$ cat config.mk
export PLATFORM = sky130hd
export DESIGN_NAME = line_follower_pd_steering_flat
export DESIGN_NICKNAME = d
export VERILOG_FILES = /design/src/lfpd_pkg.sv /design/src/lfpd_in_if.sv /design/src/lfpd_out_if.sv /design/src/line_follower_pd_steering.sv /design/src/lfpd_lane.sv /design/src/lfpd_div.sv /design/src/flat_wrapper.sv
export VERILOG_INCLUDE_DIRS = /design/src /design/src/src
export SDC_FILE = /design/constraint.sdc
export NUM_CORES = 2
export LEC_CHECK = 0
export BUFFER_PORTS_ARGS = -buffer_cell sky130_fd_sc_hd__buf_2
export CAP_MARGIN = 5
export CORE_UTILIZATION = 40
export DETAILED_ROUTE_END_ITERATION = 10
export GPL_TIMING_DRIVEN = 0
export PLACE_DENSITY = 0.66
export SYNTH_ARGS = -nofsm -noshare
export SYNTH_HDL_FRONTEND = slang
export SYNTH_HIERARCHICAL = 1
export SYNTH_SLANG_ARGS = --single-unit
export TNS_END_PERCENT = 30
$ cat constraint.sdc
create_clock -name clk -period 15.2 [get_ports clk]
set_input_delay 3.04 -clock clk [delete_from_list [all_inputs] [get_ports clk]]
set_output_delay 3.04 -clock clk [all_outputs]
set_load 0.01 [all_outputs]
$ cat src/line_follower_pd_steering_defines.svh
// ----------------------------------------------------------------------------
// Line follower PD steering: assertion macros
// Shared concurrent assertion shorthands, clocked on clk, disabled in reset.
// ----------------------------------------------------------------------------
`ifndef LINE_FOLLOWER_PD_STEERING_DEFINES_SVH
`define LINE_FOLLOWER_PD_STEERING_DEFINES_SVH

// Same-cycle implication.
`define LFPD_ASSERT_IMPL(lbl, ante, cons, msg) \
  lbl: assert property (@(posedge clk) disable iff (!rst_n) (ante) |-> (cons)) \
    else $error(msg);

// Next-cycle implication.
`define LFPD_ASSERT_NEXT(lbl, ante, cons, msg) \
  lbl: assert property (@(posedge clk) disable iff (!rst_n) (ante) |=> (cons)) \
    else $error(msg);

`endif

$ cat src/lfpd_pkg.sv
// ----------------------------------------------------------------------------
// lfpd_pkg
// Widths, register map, lane weights and shared types for the steering block.
// ----------------------------------------------------------------------------
package lfpd_pkg;

  localparam int NUM_LANES  = 5;
  localparam int SAMPLE_W   = 10;
  localparam int TERM_W     = 12;  // sample times weight in -2..2
  localparam int WSUM_W     = 13;  // weighted sum, +-3069
  localparam int SSUM_W     = 13;  // sample sum, 0..5115
  localparam int SCALED_W   = 19;  // weighted sum times scale, +-193347
  localparam int DIVIDEND_W = 18;
  localparam int DIV_CNT_W  = 5;
  localparam int ERR_W      = 8;
  localparam int DIFF_W     = 9;
  localparam int PMUL_W     = 16;
  localparam int PD_SUM_W   = 18;
  localparam int PD_MAG_W   = 17;
  localparam int DRIVE_W    = 15;
  localparam int DMAG_W     = 14;
  localparam int DUTY_W     = 8;

  // Division by ten as multiply by reciprocal, exact for magnitudes < 2^18.
  localparam int RECIP10_W     = 16;
  localparam int RECIP10_SHIFT = 19;
  localparam int RECIP_PROD_W  = PD_MAG_W + RECIP10_W;
  localparam logic [RECIP10_W-1:0] RECIP10 = 16'd52429;

  localparam logic [DIVIDEND_W-1:0] MAX_ERR_MAG = 18'd126;

  // Register file
  localparam int THR_W   = 13;
  localparam int GAIN_W  = 8;
  localparam int SCALE_W = 6;
  localparam int PADDR_W = 5;
  localparam int PDATA_W = 32;
  localparam int REG_IDX_W = 3;

  localparam logic [REG_IDX_W-1:0] REG_SUM_THRESHOLD = 3'd0;
  localparam logic [REG_IDX_W-1:0] REG_FULL_DUTY     = 3'd1;
  localparam logic [REG_IDX_W-1:0] REG_PROP_GAIN     = 3'd2;
  localparam logic [REG_IDX_W-1:0] REG_DERIV_GAIN    = 3'd3;
  localparam logic [REG_IDX_W-1:0] REG_ERROR_SCALE   = 3'd4;

  localparam logic [THR_W-1:0]   RST_SUM_THRESHOLD = 13'd300;
  localparam logic [DUTY_W-1:0]  RST_FULL_DUTY     = 8'd153;
  localparam logic [GAIN_W-1:0]  RST_PROP_GAIN     = 8'd40;
  localparam logic [GAIN_W-1:0]  RST_DERIV_GAIN    = 8'd20;
  localparam logic [SCALE_W-1:0] RST_ERROR_SCALE   = 6'd30;

  // Lane weights, far left to far right.
  localparam logic signed [2:0] LANE_WEIGHT [NUM_LANES] =
    '{-3'sd2, -3'sd1, 3'sd0, 3'sd1, 3'sd2};

  typedef struct packed {
    logic busy;
    logic done;
  } div_stat_t;

endpackage

$ cat src/lfpd_in_if.sv
// ----------------------------------------------------------------------------
// lfpd_in_if
// Sample channel: five sensor samples with valid/ready.
// ----------------------------------------------------------------------------
interface lfpd_in_if import lfpd_pkg::*; ();
  logic                valid;
  logic                ready;
  logic [SAMPLE_W-1:0] sample_far_left;
  logic [SAMPLE_W-1:0] sample_left;
  logic [SAMPLE_W-1:0] sample_center;
  logic [SAMPLE_W-1:0] sample_right;
  logic [SAMPLE_W-1:0] sample_far_right;

  modport source (
    output valid, sample_far_left, sample_left, sample_center, sample_right,
           sample_far_right,
    input  ready
  );
  modport sink (
    input  valid, sample_far_left, sample_left, sample_center, sample_right,
           sample_far_right,
    output ready
  );
endinterface

$ cat src/lfpd_out_if.sv
// ----------------------------------------------------------------------------
// lfpd_out_if
// Result channel: wheel duties, line error and drive with valid/ready.
// ----------------------------------------------------------------------------
interface lfpd_out_if import lfpd_pkg::*; ();
  logic                      valid;
  logic                      ready;
  logic [DUTY_W-1:0]         left_duty;
  logic [DUTY_W-1:0]         right_duty;
  logic signed [ERR_W-1:0]   line_error;
  logic signed [DRIVE_W-1:0] drive;

  modport source (
    output valid, left_duty, right_duty, line_error, drive,
    input  ready
  );
  modport sink (
    input  valid, left_duty, right_duty, line_error, drive,
    output ready
  );
endinterface

$ cat src/line_follower_pd_steering.sv
// ----------------------------------------------------------------------------
// line_follower_pd_steering
// One item in flight at a time: the input is ready only while the sequencer
// is idle. A line reading that passes the threshold goes through the serial
// divider; otherwise the previous error is held. The result register frees
// the input while a result waits, unless an older result still waits there.
// Reset (rst_n, synchronous): FSM idle, result empty, previous error zero,
// configuration registers back to their power-on values.
// ----------------------------------------------------------------------------
`include "line_follower_pd_steering_defines.svh"

module line_follower_pd_steering import lfpd_pkg::*; (
  input  logic               clk,
  input  logic               rst_n,
  lfpd_in_if.sink            in_if,
  lfpd_out_if.source         out_if,
  input  logic               psel,
  input  logic               penable,
  input  logic               pwrite,
  input  logic [PADDR_W-1:0] paddr,
  input  logic [PDATA_W-1:0] pwdata,
  output logic [PDATA_W-1:0] prdata,
  output logic               pready
);

  // --------------------------------------------------------------------------
  // Configuration registers (APB, zero wait state)
  // --------------------------------------------------------------------------
  logic [THR_W-1:0]     thr_r;
  logic [DUTY_W-1:0]    full_r;
  logic [GAIN_W-1:0]    kp_r;
  logic [GAIN_W-1:0]    kd_r;
  logic [SCALE_W-1:0]   scale_r;
  logic                 cfg_wr;
  logic [REG_IDX_W-1:0] cfg_idx;

  assign pready  = 1'b1;
  assign cfg_wr  = psel & penable & pwrite & pready;
  assign cfg_idx = paddr[PADDR_W-1:2];

  always_ff @(posedge clk) begin
    if (!rst_n) begin
      thr_r   <= RST_SUM_THRESHOLD;
      full_r  <= RST_FULL_DUTY;
      kp_r    <= RST_PROP_GAIN;
      kd_r    <= RST_DERIV_GAIN;
      scale_r <= RST_ERROR_SCALE;
    end else if (cfg_wr) begin
      case (cfg_idx)
        REG_SUM_THRESHOLD: thr_r   <= pwdata[THR_W-1:0];
        REG_FULL_DUTY:     full_r  <= pwdata[DUTY_W-1:0];
        REG_PROP_GAIN:     kp_r    <= pwdata[GAIN_W-1:0];
        REG_DERIV_GAIN:    kd_r    <= pwdata[GAIN_W-1:0];
        REG_ERROR_SCALE:   scale_r <= pwdata[SCALE_W-1:0];
        default:           ;  // unmapped: write ignored
      endcase
    end
  end

  always_comb begin
    case (cfg_idx)
      REG_SUM_THRESHOLD: prdata = PDATA_W'(thr_r);
      REG_FULL_DUTY:     prdata = PDATA_W'(full_r);
      REG_PROP_GAIN:     prdata = PDATA_W'(kp_r);
      REG_DERIV_GAIN:    prdata = PDATA_W'(kd_r);
      REG_ERROR_SCALE:   prdata = PDATA_W'(scale_r);
      default:           prdata = '0;
    endcase
  end

  // --------------------------------------------------------------------------
  // Sequencer
  // IDLE -> MERGE -> SCALE -> START -> (DIV) -> PD_MUL -> PD_SUM -> PD_MAP
  //      -> HOLD -> IDLE. START skips DIV when the reading is weak.
  // --------------------------------------------------------------------------
  typedef enum logic [3:0] {
    S_IDLE, S_MERGE, S_SCALE, S_START, S_DIV,
    S_PD_MUL, S_PD_SUM, S_PD_MAP, S_HOLD
  } state_t;

  state_t state_r;
  logic   in_acc;
  logic   out_acc;

  assign in_if.ready = (state_r == S_IDLE);
  assign in_acc      = in_if.valid & in_if.ready;
  assign out_acc     = out_if.valid & out_if.ready;

  // --------------------------------------------------------------------------
  // Sensor lanes: each lane weights its own sample, loaded on the transaction
  // --------------------------------------------------------------------------
  logic [SAMPLE_W-1:0]      lane_in   [NUM_LANES];
  logic [SAMPLE_W-1:0]      lane_samp [NUM_LANES];
  logic signed [TERM_W-1:0] lane_term [NUM_LANES];

  assign lane_in[0] = in_if.sample_far_left;
  assign lane_in[1] = in_if.sample_left;
  assign lane_in[2] = in_if.sample_center;
  assign lane_in[3] = in_if.sample_right;
  assign lane_in[4] = in_if.sample_far_right;

  for (genvar g = 0; g < NUM_LANES; g++) begin : g_lane
    lfpd_lane u_lane (
      .clk      (clk),
      .load     (in_acc),
      .sample   (lane_in[g]),
      .weight   (LANE_WEIGHT[g]),
      .sample_r (lane_samp[g]),
      .term_r   (lane_term[g])
    );
  end

  // Merge: sample sum and weighted sum across lanes.
  logic [SSUM_W-1:0]        ssum_nxt;
  logic signed [WSUM_W-1:0] wsum_nxt;

  always_comb begin
    ssum_nxt = '0;
    wsum_nxt = '0;
    for (int i = 0; i < NUM_LANES; i++) begin
      ssum_nxt = ssum_nxt + SSUM_W'(lane_samp[i]);
      wsum_nxt = wsum_nxt + WSUM_W'(lane_term[i]);
    end
  end

  // --------------------------------------------------------------------------
  // Datapath registers and the logic between them
  // --------------------------------------------------------------------------
  logic [SSUM_W-1:0]          ssum_r;
  logic signed [WSUM_W-1:0]   wsum_r;
  logic signed [SCALED_W-1:0] scaled_r;
  logic                       ok_r;
  logic                       neg_r;
  logic signed [ERR_W-1:0]    err_r;
  logic signed [ERR_W-1:0]    prev_r;
  logic signed [PMUL_W-1:0]   pmul_r;
  logic signed [PD_SUM_W-1:0] dmul_r;
  logic [RECIP_PROD_W-1:0]    recip_r;
  logic                       dneg_r;
  logic [DUTY_W-1:0]          res_left_r;
  logic [DUTY_W-1:0]          res_right_r;
  logic signed [DRIVE_W-1:0]  res_drive_r;

  // Weighted sum times scale; low bits of the product are sign independent.
  logic [SCALED_W-1:0] scaled_c;
  logic                read_ok;
  assign scaled_c = SCALED_W'({{(SCALED_W-WSUM_W){wsum_r[WSUM_W-1]}}, wsum_r}
                              * {{(SCALED_W-SCALE_W){1'b0}}, scale_r});
  assign read_ok  = (ssum_r != '0) && (ssum_r >= thr_r);

  // Divider on magnitudes; sign restored after, giving truncation to zero.
  div_stat_t             div_stat;
  logic                  div_start;
  logic [DIVIDEND_W-1:0] div_dvd;
  logic [DIVIDEND_W-1:0] div_quo;
  logic [ERR_W-1:0]      quo_err;

  assign div_start = (state_r == S_START) && ok_r;
  assign div_dvd   = scaled_r[SCALED_W-1] ? DIVIDEND_W'(-scaled_r)
                                          : DIVIDEND_W'(scaled_r);
  assign quo_err   = div_quo[ERR_W-1:0];

  lfpd_div u_div (
    .clk      (clk),
    .rst_n    (rst_n),
    .start    (div_start),
    .dividend (div_dvd),
    .divisor  (ssum_r),
    .stat     (div_stat),
    .quotient (div_quo)
  );

  // PD products: kp*e and kd*(e - previous).
  logic signed [DIFF_W-1:0]   diff_c;
  logic signed [PMUL_W-1:0]   pmul_c;
  logic signed [PD_SUM_W-1:0] dmul_c;
  assign diff_c = DIFF_W'(err_r) - DIFF_W'(prev_r);
  assign pmul_c = $signed({1'b0, kp_r}) * err_r;
  assign dmul_c = $signed({1'b0, kd_r}) * diff_c;

  // PD sum, magnitude, then times the reciprocal of ten.
  logic signed [PD_SUM_W-1:0] pdsum_c;
  logic [PD_MAG_W-1:0]        pdmag_c;
  logic [RECIP_PROD_W-1:0]    recip_c;
  assign pdsum_c = PD_SUM_W'(pmul_r) + dmul_r;
  assign pdmag_c = pdsum_c[PD_SUM_W-1] ? PD_MAG_W'(-pdsum_c)
                                       : pdsum_c[PD_MAG_W-1:0];
  assign recip_c = RECIP_PROD_W'(pdmag_c) * RECIP_PROD_W'(RECIP10);

  // Wheel mapping: the slowed wheel is full minus |drive|, clamped at zero.
  logic [DMAG_W-1:0]  dmag_c;
  logic [DRIVE_W-1:0] drive_c;
  logic [DUTY_W-1:0]  slow_c;
  assign dmag_c  = recip_r[RECIP_PROD_W-1:RECIP10_SHIFT];
  assign drive_c = dneg_r ? DRIVE_W'(-{1'b0, dmag_c}) : DRIVE_W'(dmag_c);
  assign slow_c  = (dmag_c >= DMAG_W'(full_r)) ? '0 : (full_r - dmag_c[DUTY_W-1:0]);

  // --------------------------------------------------------------------------
  // Result register: frees the sequencer while the result waits downstream
  // --------------------------------------------------------------------------
  logic                      out_valid_r;
  logic [DUTY_W-1:0]         out_left_r;
  logic [DUTY_W-1:0]         out_right_r;
  logic signed [ERR_W-1:0]   out_err_r;
  logic signed [DRIVE_W-1:0] out_drive_r;
  logic                      out_load;

  assign out_load = (state_r == S_HOLD) && (!out_valid_r || out_if.ready);

  always_ff @(posedge clk) begin
    if (!rst_n) begin
      state_r     <= S_IDLE;
      prev_r      <= '0;
      out_valid_r <= 1'b0;
    end else begin
      if (out_load) begin
        out_valid_r <= 1'b1;
      end else if (out_acc) begin
        out_valid_r <= 1'b0;
      end
      case (state_r)
        S_IDLE: begin
          if (in_acc) begin
            state_r <= S_MERGE;
          end
        end
        S_MERGE: begin
          ssum_r  <= ssum_nxt;
          wsum_r  <= wsum_nxt;
          state_r <= S_SCALE;
        end
        S_SCALE: begin
          scaled_r <= scaled_c;
          ok_r     <= read_ok;
          state_r  <= S_START;
        end
        S_START: begin
          neg_r <= scaled_r[SCALED_W-1];
          if (ok_r) begin
            state_r <= S_DIV;
          end else begin
            err_r   <= prev_r;  // weak or empty reading holds the error
            state_r <= S_PD_MUL;
          end
        end
        S_DIV: begin
          if (div_stat.done) begin
            err_r   <= neg_r ? -quo_err : quo_err;
            state_r <= S_PD_MUL;
          end
        end
        S_PD_MUL: begin
          pmul_r  <= pmul_c;
          dmul_r  <= dmul_c;
          prev_r  <= err_r;
          state_r <= S_PD_SUM;
        end
        S_PD_SUM: begin
          recip_r <= recip_c;
          dneg_r  <= pdsum_c[PD_SUM_W-1];
          state_r <= S_PD_MAP;
        end
        S_PD_MAP: begin
          res_drive_r <= drive_c;
          res_left_r  <= dneg_r ? slow_c : full_r;
          res_right_r <= dneg_r ? full_r : slow_c;
          state_r     <= S_HOLD;
        end
        S_HOLD: begin
          if (out_load) begin
            out_left_r  <= res_left_r;
            out_right_r <= res_right_r;
            out_err_r   <= err_r;
            out_drive_r <= res_drive_r;
            state_r     <= S_IDLE;
          end
        end
        default: state_r <= S_IDLE;
      endcase
    end
  end

  assign out_if.valid      = out_valid_r;
  assign out_if.left_duty  = out_left_r;
  assign out_if.right_duty = out_right_r;
  assign out_if.line_error = out_err_r;
  assign out_if.drive      = out_drive_r;

  // --------------------------------------------------------------------------
  // Assertions
  // --------------------------------------------------------------------------
  `LFPD_ASSERT_NEXT(a_weak_holds_err, (state_r == S_START) && !ok_r, err_r == $past(prev_r), "weak reading did not hold the previous error")
  `LFPD_ASSERT_IMPL(a_div_in_div_state, div_stat.busy, state_r == S_DIV, "divider busy outside the divide state")
  `LFPD_ASSERT_IMPL(a_quot_in_range, div_stat.done, div_quo <= MAX_ERR_MAG, "centroid quotient exceeds error range")

endmodule

$ cat src/lfpd_lane.sv
// ----------------------------------------------------------------------------
// lfpd_lane
// One sensor lane: captures its sample and the sample times the lane weight.
// ----------------------------------------------------------------------------
module lfpd_lane import lfpd_pkg::*; (
  input  logic                     clk,
  input  logic                     load,
  input  logic [SAMPLE_W-1:0]      sample,
  input  logic signed [2:0]        weight,
  output logic [SAMPLE_W-1:0]      sample_r,
  output logic signed [TERM_W-1:0] term_r
);

  logic [TERM_W-1:0] mag1;
  logic [TERM_W-1:0] mag2;
  logic [TERM_W-1:0] term_nxt;

  assign mag1 = TERM_W'(sample);
  assign mag2 = TERM_W'({sample, 1'b0});

  always_comb begin
    case (weight)
      -3'sd2:  term_nxt = -mag2;
      -3'sd1:  term_nxt = -mag1;
      3'sd1:   term_nxt = mag1;
      3'sd2:   term_nxt = mag2;
      default: term_nxt = '0;
    endcase
  end

  always_ff @(posedge clk) begin
    if (load) begin
      sample_r <= sample;
      term_r   <= term_nxt;
    end
  end

endmodule

$ cat src/lfpd_div.sv
// ----------------------------------------------------------------------------
// lfpd_div
// Restoring unsigned divider, one quotient bit per cycle.
// ----------------------------------------------------------------------------
module lfpd_div import lfpd_pkg::*; (
  input  logic                  clk,
  input  logic                  rst_n,
  input  logic                  start,
  input  logic [DIVIDEND_W-1:0] dividend,
  input  logic [SSUM_W-1:0]     divisor,
  output div_stat_t             stat,
  output logic [DIVIDEND_W-1:0] quotient
);

  logic [DIVIDEND_W-1:0] quo_r;
  logic [SSUM_W-1:0]     rem_r;
  logic [SSUM_W-1:0]     dvs_r;
  logic [DIV_CNT_W-1:0]  cnt_r;
  logic                  busy_r;
  logic                  done_r;
  logic [SSUM_W:0]       rem_sh;
  logic                  qbit;
  logic [SSUM_W-1:0]     rem_nxt;

  assign rem_sh  = {rem_r, quo_r[DIVIDEND_W-1]};
  assign qbit    = (rem_sh >= {1'b0, dvs_r});
  assign rem_nxt = qbit ? SSUM_W'(rem_sh - {1'b0, dvs_r}) : rem_sh[SSUM_W-1:0];

  always_ff @(posedge clk) begin
    if (!rst_n) begin
      busy_r <= 1'b0;
      done_r <= 1'b0;
      cnt_r  <= '0;
    end else begin
      done_r <= 1'b0;
      if (start) begin
        busy_r <= 1'b1;
        cnt_r  <= DIV_CNT_W'(DIVIDEND_W - 1);
      end else if (busy_r) begin
        cnt_r <= cnt_r - 1'b1;
        if (cnt_r == '0) begin
          busy_r <= 1'b0;
          done_r <= 1'b1;
        end
      end
    end
  end

  always_ff @(posedge clk) begin
    if (start) begin
      quo_r <= dividend;
      rem_r <= '0;
      dvs_r <= divisor;
    end else if (busy_r) begin
      quo_r <= {quo_r[DIVIDEND_W-2:0], qbit};
      rem_r <= rem_nxt;
    end
  end

  assign stat.busy = busy_r;
  assign stat.done = done_r;
  assign quotient  = quo_r;

endmodule
$ cat src/flat_wrapper.sv
// flat-port wrapper written by rule: the top's interface ports become plain ports
module line_follower_pd_steering_flat import lfpd_pkg::*;
  (clk, rst_n, psel, penable, pwrite, paddr, pwdata, prdata, pready, in_if_valid, in_if_sample_far_left, in_if_sample_left, in_if_sample_center, in_if_sample_right, in_if_sample_far_right, in_if_ready, out_if_valid, out_if_left_duty, out_if_right_duty, out_if_line_error, out_if_drive, out_if_ready);
  lfpd_in_if in_if_i ();
  lfpd_out_if out_if_i ();
  input  logic clk;
  input  logic rst_n;
  input  logic psel;
  input  logic penable;
  input  logic pwrite;
  input  logic [PADDR_W-1:0] paddr;
  input  logic [PDATA_W-1:0] pwdata;
  output logic [PDATA_W-1:0] prdata;
  output logic pready;
  input wire logic [$bits(in_if_i.valid)-1:0] in_if_valid;
  input wire logic [$bits(in_if_i.sample_far_left)-1:0] in_if_sample_far_left;
  input wire logic [$bits(in_if_i.sample_left)-1:0] in_if_sample_left;
  input wire logic [$bits(in_if_i.sample_center)-1:0] in_if_sample_center;
  input wire logic [$bits(in_if_i.sample_right)-1:0] in_if_sample_right;
  input wire logic [$bits(in_if_i.sample_far_right)-1:0] in_if_sample_far_right;
  output wire logic [$bits(in_if_i.ready)-1:0] in_if_ready;
  output wire logic [$bits(out_if_i.valid)-1:0] out_if_valid;
  output wire logic [$bits(out_if_i.left_duty)-1:0] out_if_left_duty;
  output wire logic [$bits(out_if_i.right_duty)-1:0] out_if_right_duty;
  output wire logic [$bits(out_if_i.line_error)-1:0] out_if_line_error;
  output wire logic [$bits(out_if_i.drive)-1:0] out_if_drive;
  input wire logic [$bits(out_if_i.ready)-1:0] out_if_ready;
  assign in_if_i.valid = in_if_valid;
  assign in_if_i.sample_far_left = in_if_sample_far_left;
  assign in_if_i.sample_left = in_if_sample_left;
  assign in_if_i.sample_center = in_if_sample_center;
  assign in_if_i.sample_right = in_if_sample_right;
  assign in_if_i.sample_far_right = in_if_sample_far_right;
  assign in_if_ready = in_if_i.ready;
  assign out_if_valid = out_if_i.valid;
  assign out_if_left_duty = out_if_i.left_duty;
  assign out_if_right_duty = out_if_i.right_duty;
  assign out_if_line_error = out_if_i.line_error;
  assign out_if_drive = out_if_i.drive;
  assign out_if_i.ready = out_if_ready;
  line_follower_pd_steering u_core (.clk(clk), .rst_n(rst_n), .in_if(in_if_i), .out_if(out_if_i), .psel(psel), .penable(penable), .pwrite(pwrite), .paddr(paddr), .pwdata(pwdata), .prdata(prdata), .pready(pready));
endmodule
==> flow_summary.toml <==
[outcome]
status = "complete, no violations"

[timing]
rsz0062_at_grt = "no"
fin_setup_tns_ns = 0
slew_violations = 0
setup_slack_ns = 5.445
hold_violations = 0
fin_hold_ws_ns = 0.4166
clock.fmax_mhz = 102.5
worst_pin_slew_ns = 1.071
relSlewSlack_pct = 28.11
fin_skew_ns = 0.03038
period_share_pct = 64.18
setup_viol = 0
finalCriticalPeriod_ns = 9.755

[worst_setup_path]
cp-startpoint = "u_core/dmul_r[0]"
crit_path_start_kind = "flip-flop"
r2r_slack_ns = 5.44
crit_fanout = 6
r2r_end = "u_core/recip_r[31]"
crit_required_ns = 15.52
reg2regPathDepth = 33
critPathSlowestCell = "xor2_1"
critPathArrivalTime_ns = 10.07
slowest_delay_ns = 0.81
crit_type = "flip-flop to flip-flop"
timing.rr.start = "u_core/dmul_r[0]"
end_kind = "flip-flop"
cpMostUsedCell = "fa_1"

[routing]
drtPass1Iterations = 6
antenna_left = 0
viasPerCell = 5.116
wl_per_cell_um = 17.31
drtIter0Drc = 1653
drc = 0
drt_wl_total_mm = 80.23
vias = 23710

[power]
seqPwrFrac_pct = 25.2
irDropWorstVdd_mv = 0.1574
combPwrFrac_pct = 55.9
p_leak_nw = 16.54
switching_share_pct = 39.08
p_clk_share_pct = 18.9
switching_power_w = 0.002394
powerDensity_mw_per_mm2 = 160.4
power.internal_w = 0.003732

[grt]
grt_pass1_wl_mm = 128.0
gr-total-overflow = 0
grt_pass1_vias = 23390
grt_max_degree = 73
track_usage_pct = 18.83
grt_antenna_before_repair = 5

[synth]
syn_area_mm2 = 0.03419
yosys_warnings = 6
synth_area_per_cell_um2 = 10.62
synth_cells = 3221

[layout]
design_area_mm2 = 0.03820
multiInputGateArea_mm2 = 0.02130
nNetsFinal = 4207
fillers = 7972
drive_above_1_share_pct = 9.949
register_area_mm2 = 0.01098
area_growth_syn_to_layout_pct = 11.73
fin_util_pct = 45.43

[clock_network]
clkSlewWorstSetupHoldPaths_ns = 0.06
cts_hold_buf = 0
h-tree-depth = 2
post_cts_buffers = 0
cts_resized = 0
clkLatencyLatePin_ns = 0.59
cts_root_buf = "clkbuf_16"
numCtsBuffers = 45
clock-sinks = 391
cts_tree = "done"
clk_path_buf_depth = 3

[floorplanning]
initial_core_util_pct = 40.66
die_height_um = 294.4
rows = 106
io_pins = 168
die_w_um = 294.4
die-area_mm2 = 0.08666
fp.coreArea_mm2 = 0.08409

[placed_design]
placed_cell_area_mm2 = 0.03660
gp_congestion = 0.8945
hpwl_mm = 65.34
post-place-ws_ns = 5.458
port_buffers = 125

[min_path]
min_path_cells = 0
holdPathEnd = "u_core/out_if.left_duty[1]"
min-delay-start = "u_core/res_left_r[1]"
hold_class = "flip-flop to flip-flop"

[job]
max_cap_violations = 0
registers in the layout, summed over array words and instances (netlist names), 14 cells and up:
signal	flops
u_core/dmul_r	18
u_core/g_lane.u_lane/sample_r	50
u_core/g_lane.u_lane/term_r	60
u_core/out_if.drive	15
u_core/pmul_r	16
u_core/recip_r	14
u_core/res_drive_r	15
u_core/scaled_r	19
u_core/u_div/quotient	18
layer usage:
metal / vias to the layer above / global-route usage [%] / wire (um)
met5: - / 0 / 13
met3: 116 / 2.549 / 4384
li1: 11520 / - / -
met4: 2 / 6.364 / 2534
met1: 11440 / 25.13 / 35180
met2: 634 / 31.36 / 38110
worst max-delay path, delay by kind of cell (launching register included):
kind                       cells  cell delay (ns)
AOI/OAI and AO/OA             14             2.98
xor gates and xnor gates       3             1.13
adders and majority gates      9             3.80
buffers and inverters          3             0.30
DFF                            1             0.41
and+or+nand+nor                4             0.89
area by class of cell:
| cell class | count | area share, % |
|---|---|---|
| repair buffers | 132 | 1.909 |
| diodes | 2 | 0.01310 |
| clock buffers | 51 | 3.062 |
| plain buffers | 131 | 1.608 |
| multi-input cells | 2344 | 55.76 |
| clock inverters | 31 | 1.084 |
| flip-flops and latches | 391 | 28.74 |
| well taps | 1134 | 3.714 |
| inverters | 418 | 4.107 |
through the flow:
stage               power [W]  instances
finish               0.006126       4634
global route         0.006712       4634
CTS                  0.006185       4631
floorplan            0.004262       3284
global placement     0.004928       4543
detailed placement   0.004993       4549
power groups by stage:
stage               sequential, W  clock, W  combinational (W)
floorplan                 0.00153         0            0.00273
global placement          0.00157         0            0.00336
detailed placement        0.00156         0            0.00343
CTS                       0.00154   0.00119            0.00346
global route              0.00155   0.00123            0.00393
finish                    0.00154   0.00116            0.00343
layout by cell type, fill, tap and decap left out, types with 32 or more instances in the layout:
cell and instances:
edfxtp_1 315, buf_2 133, o21bai_1 34, xnor2_1 156, o21ai_0 72, ha_1 366, conb_1 65, clkbuf_16 46
and2_1 121, a21oi_1 118, mux2i_1 37, clkbuf_1 94, xor2_1 65, fa_1 284, o31ai_1 41, mux2_2 41
nor2_1 113, nor2b_1 68, a22oi_1 32, nand2_1 236, a21o_1 42, dfxtp_1 76, nand2b_1 42, inv_1 415
worst max path at each step:
stage / to / cells after the start / slack, ns
after floorplan: u_core/recip_r[32] / 33 / 6.58
after global placement: u_core/recip_r[31] / 33 / 5.53
after detailed placement: u_core/recip_r[31] / 33 / 5.46
after CTS: u_core/recip_r[31] / 33 / 5.47
after global routing: u_core/recip_r[32] / 33 / 4.98
final: u_core/recip_r[31] / 33 / 5.44
Power figures use the tool's default switching activity.
